File: config.mk
export PLATFORM = sky130hd
export DESIGN_NAME = tmerge_node_unit
export DESIGN_NICKNAME = d
export VERILOG_FILES = /design/src/rtl/tmerge_pkg.sv /design/src/rtl/tmerge_node_unit.sv
export SDC_FILE = /design/constraint.sdc
export NUM_CORES = 1
export LEC_CHECK = 0
export BUFFER_PORTS_ARGS = -buffer_cell sky130_fd_sc_hd__buf_2
export CAP_MARGIN = 10
export CORE_ASPECT_RATIO = 1.5
export CORE_MARGIN = 2
export CORE_UTILIZATION = 45
export DETAILED_ROUTE_END_ITERATION = 7
export GPL_TIMING_DRIVEN = 0
export PLACE_DENSITY = 0.7
export SLEW_MARGIN = 15
export SYNTH_ARGS = -nofsm -noshare
export SYNTH_HDL_FRONTEND = slang
export SYNTH_SLANG_ARGS = --single-unit
File: constraint.sdc
create_clock -name vclk -period 10.1
set_input_delay 2.02 -clock vclk [all_inputs]
set_output_delay 2.02 -clock vclk [all_outputs]
set_load 0.1 [all_outputs]
File: src/rtl/tmerge_pkg.sv
package tmerge_pkg;

   // Default capacity in merged streams.
   localparam int MAX_SEGMENTS_DEFAULT = 64;
   localparam int ARITY                = 4;
   localparam int LEVELS               = 4;
   localparam int COUNT_W              = 7;
   localparam int SCORE_W              = 31;
   localparam int SEG_W                = 6;
   // Stored stream tags can reach one less than the widest count.
   localparam int ENTRY_SEG_W          = 7;

   // Command codes.
   localparam logic [1:0] CMD_LOAD   = 2'd0;
   localparam logic [1:0] CMD_BUILD  = 2'd1;
   localparam logic [1:0] CMD_REFILL = 2'd2;

   typedef struct packed {
      logic [SCORE_W-1:0]     score;
      logic [ENTRY_SEG_W-1:0] seg;
   } entry_type;

   // One tree node: entry 0 is the best.
   typedef entry_type [ARITY-1:0] row_type;

   typedef struct packed {
      logic [1:0]         cmd;
      logic [SEG_W-1:0]   segment;
      logic [SCORE_W-1:0] value;
   } req_type;

   typedef struct packed {
      logic [SCORE_W-1:0] top_score;
      logic [SEG_W-1:0]   top_segment;
      logic               merge_done;
   } rsp_type;

endpackage

File: src/rtl/tmerge_node_unit.sv
module tmerge_node_unit (
   input  logic              op_sort,
   input  tmerge_pkg::row_type row_in,
   output tmerge_pkg::row_type row_out
);

   logic [1:0]          rank [tmerge_pkg::ARITY];
   tmerge_pkg::row_type sorted;
   tmerge_pkg::row_type bubbled;

   // Stable descending rank: entries with a higher score, or an equal score
   // further up the row, come first.
   always_comb begin
      logic [2:0] cnt;
      for (int i = 0; i < tmerge_pkg::ARITY; i++) begin
         cnt = 3'd0;
         for (int j = 0; j < tmerge_pkg::ARITY; j++) begin
            if (j != i) begin
               if ((row_in[j].score > row_in[i].score) ||
                   ((row_in[j].score == row_in[i].score) && (j < i))) begin
                  cnt = cnt + 3'd1;
               end
            end
         end
         rank[i] = cnt[1:0];
      end
   end

   // Place each entry at its rank.
   always_comb begin
      sorted = row_in;
      for (int r = 0; r < tmerge_pkg::ARITY; r++) begin
         for (int i = 0; i < tmerge_pkg::ARITY; i++) begin
            if (rank[i] == 2'(r)) begin
               sorted[r] = row_in[i];
            end
         end
      end
   end

   // Move the first entry down past every entry with a strictly higher score.
   always_comb begin
      tmerge_pkg::entry_type low;
      low = row_in[0];
      for (int j = 1; j < tmerge_pkg::ARITY; j++) begin
         if (low.score >= row_in[j].score) begin
            bubbled[j-1] = low;
            low          = row_in[j];
         end else begin
            bubbled[j-1] = row_in[j];
         end
      end
      bubbled[tmerge_pkg::ARITY-1] = low;
   end

   assign row_out = op_sort ? sorted : bubbled;

endmodule

==> impl_metrics.tcl <==
set metrics [dict create \
    synth_top_family_by_area "compound AO/OA/AOI/OAI gates" \
    finalSetupTns_ns -126.49 \
    cpMostUsedCell "buf_12" \
    power_density_nw_per_um2 213 \
    coreArea_um2 31500 \
    die_width_um 150 \
    avgSynthCellArea_um2 6.73 \
    yosysWarnings 0 \
    viasPerCell 7.47 \
    nets 2914 \
    wl_per_cell_um 32.6 \
    drc 0 \
    port_buffers 304 \
    finalHoldViolCount 0 \
    worst_pin_slew_ns 1.28 \
    ir_worst_vdd_v 0.000208 \
    pre_cts_slack_ns -3.49 \
    seqCellArea_um2 0 \
    grt_max_degree 11 \
    cp-start-kind "primary input" \
    max_freq_mhz 84.0 \
    drtIter0Drc 2755 \
    synth_compound_area_frac 0.382 \
    report.final.slew_viol_count 0 \
    period_needed_ns 11.91 \
    yosys.area_share.simple 0.212 \
    dp_hpwl_um 68600 \
    status "finished with violations" \
    grt_pass1_vias 21100 \
    cp-end-kind "output pin" \
    setup_viol 79 \
    path_buf_inv 10 \
    num_rows 80 \
    ant_nets 0 \
    fp.dieH_um 222 \
    synth_fa_ha_area_frac 0.224 \
    violations "setup timing" \
    synthMuxAreaShare 0.0938 \
    routabilityCongestion 1.06 \
    critPathKind "in2out" \
    boundaryPins 305 \
    syn_nets 2535 \
    seq_area_frac_synth 0 \
    num_vias 21800 \
    synthCells 2126 \
    n_sequential_cell 0 \
    final_cell_mix "229 x nand2_1, 228 x buf_2, 222 x ha_1" \
    p_leak_nw 9.75 \
    synthXorXnorAreaFrac 0 \
    crit_path_max_fanout 10 \
    crit_family "compound AO/OA/AOI/OAI gates" \
    synthesis.area_um2 14300 \
    n_antenna_cell 0 \
    drv_cap 0 \
    slowest_stage "a2111oi_4" \
    layout_commonest_cell "nand2_1" \
    grt_pass1_wl_um 135000 \
    hold_path_class "in2out" \
    start_util 0.454 \
    drt_first_pass_iters 7 \
    clock_buffers 0 \
    drt-total-wl_um 95100 \
    drive_gt1_frac 0.342 \
    grtUsageTotal 0.540 \
    relSlewSlack 0.147 \
    max_stage_delay_ns 0.69 \
    fin_crit_sh 1.18 \
    synth.distinct_cells 84 \
    area_growth_pct 52.5 \
    worstPathRequired_ns 8.08 \
    hold_ws_ns 4.53 \
    die-area_um2 33300 \
    worst_slack_ns -1.81 \
    arrival_ns 9.89 \
    rsz0062_at_grt "true" \
    overflow 0 \
    antenna_found_initial 4 \
]
==> Yosys cell counts, types with 8 or more instances <==
cell type | count | area share
a32o_1 | 26 | 0.018
nor3_1 | 15 | 0.0052
o221ai_1 | 67 | 0.041
a22oi_1 | 17 | 0.0089
buf_4 | 11 | 0.0058
a211o_1 | 70 | 0.043
nand2_1 | 247 | 0.065
nand2b_1 | 19 | 0.0083
o22ai_1 | 57 | 0.025
o21a_1 | 13 | 0.0068
inv_1 | 116 | 0.030
a21oi_1 | 194 | 0.068
buf_1 | 8 | 0.0021
a221o_1 | 41 | 0.029
nand3_1 | 64 | 0.022
mux2_2 | 57 | 0.045
a211oi_1 | 58 | 0.030
or3_1 | 9 | 0.0039
a221oi_1 | 11 | 0.0067
clkbuf_1 | 100 | 0.026
nor2_1 | 212 | 0.056
a31oi_1 | 44 | 0.019
mux2i_1 | 56 | 0.039
ha_1 | 256 | 0.22
nand4_1 | 60 | 0.026
buf_2 | 57 | 0.020
a21o_1 | 46 | 0.024
o21ai_0 | 78 | 0.027
==> worst paths after layout <==
kind | from | end | slack, ns | cells after the start
setup / recovery | row_in[30] | row_out[144] | -1.81 | 33
hold / removal | row_in[119] | row_out[81] | 4.53 | 4
==> through the flow <==
step	std cells	cell area, um^2	util	power, mW
floorplan	2126	16100	-	2.88
global placement	2840	18100	0.575	3.69
detailed placement	2841	18100	0.575	3.72
CTS	2901	21000	0.667	4.35
global route	2913	21800	0.692	4.72
finish	2913	21800	0.692	4.64
==> per-layer routing <==
| metal | track usage | vias up | share of wire | routed length, um |
|---|---|---|---|---|
| met4 | 0.529 | 2 | 0.13 | 12400 |
| li1 | - | 8919 | - | - |
| met5 | 0 | - | 0.00013 | 12 |
| met3 | 0.175 | 777 | 0.13 | 12300 |
| met2 | 0.829 | 2046 | 0.43 | 40600 |
| met1 | 0.568 | 10000 | 0.31 | 29800 |
==> kinds of logic after synthesis <==
kind of cell / Yosys count
buf+inv: 297
fa+ha+maj: 256
compound gates: 778
mux: 123
simple gates: 672
==> repair_timing <==
| item | CTS | global route |
|---|---|---|
| hold buffers | 0 | 0 |
| endpoints found under the setup margin | 114 | 124 |
| cloned | 5 | 4 |
| gates resized for setup | 536 | 171 |
| endpoints found under the hold margin | 0 | 0 |
| buffers inserted | 65 | 26 |
| pin swaps | 60 | 78 |
==> cell type report <==
| type | instances | area, um^2 |
|---|---|---|
| plain buffers | 155 | 1100 |
| fillers | 2624 | 9720 |
| inverters | 117 | 458 |
| multi-input cells | 1829 | 15700 |
| well taps | 410 | 513 |
| repair buffers | 402 | 3990 |
==> where the power goes <==
group	leakage [nW]	switching, mW	total [mW]	internal, mW
sequential	0	0	0	0
combinational	9.75	3.18	4.64	1.46
clock	0	0	0	0
total	9.75	3.18	4.64	1.46
Power figures use the tool's default switching activity.
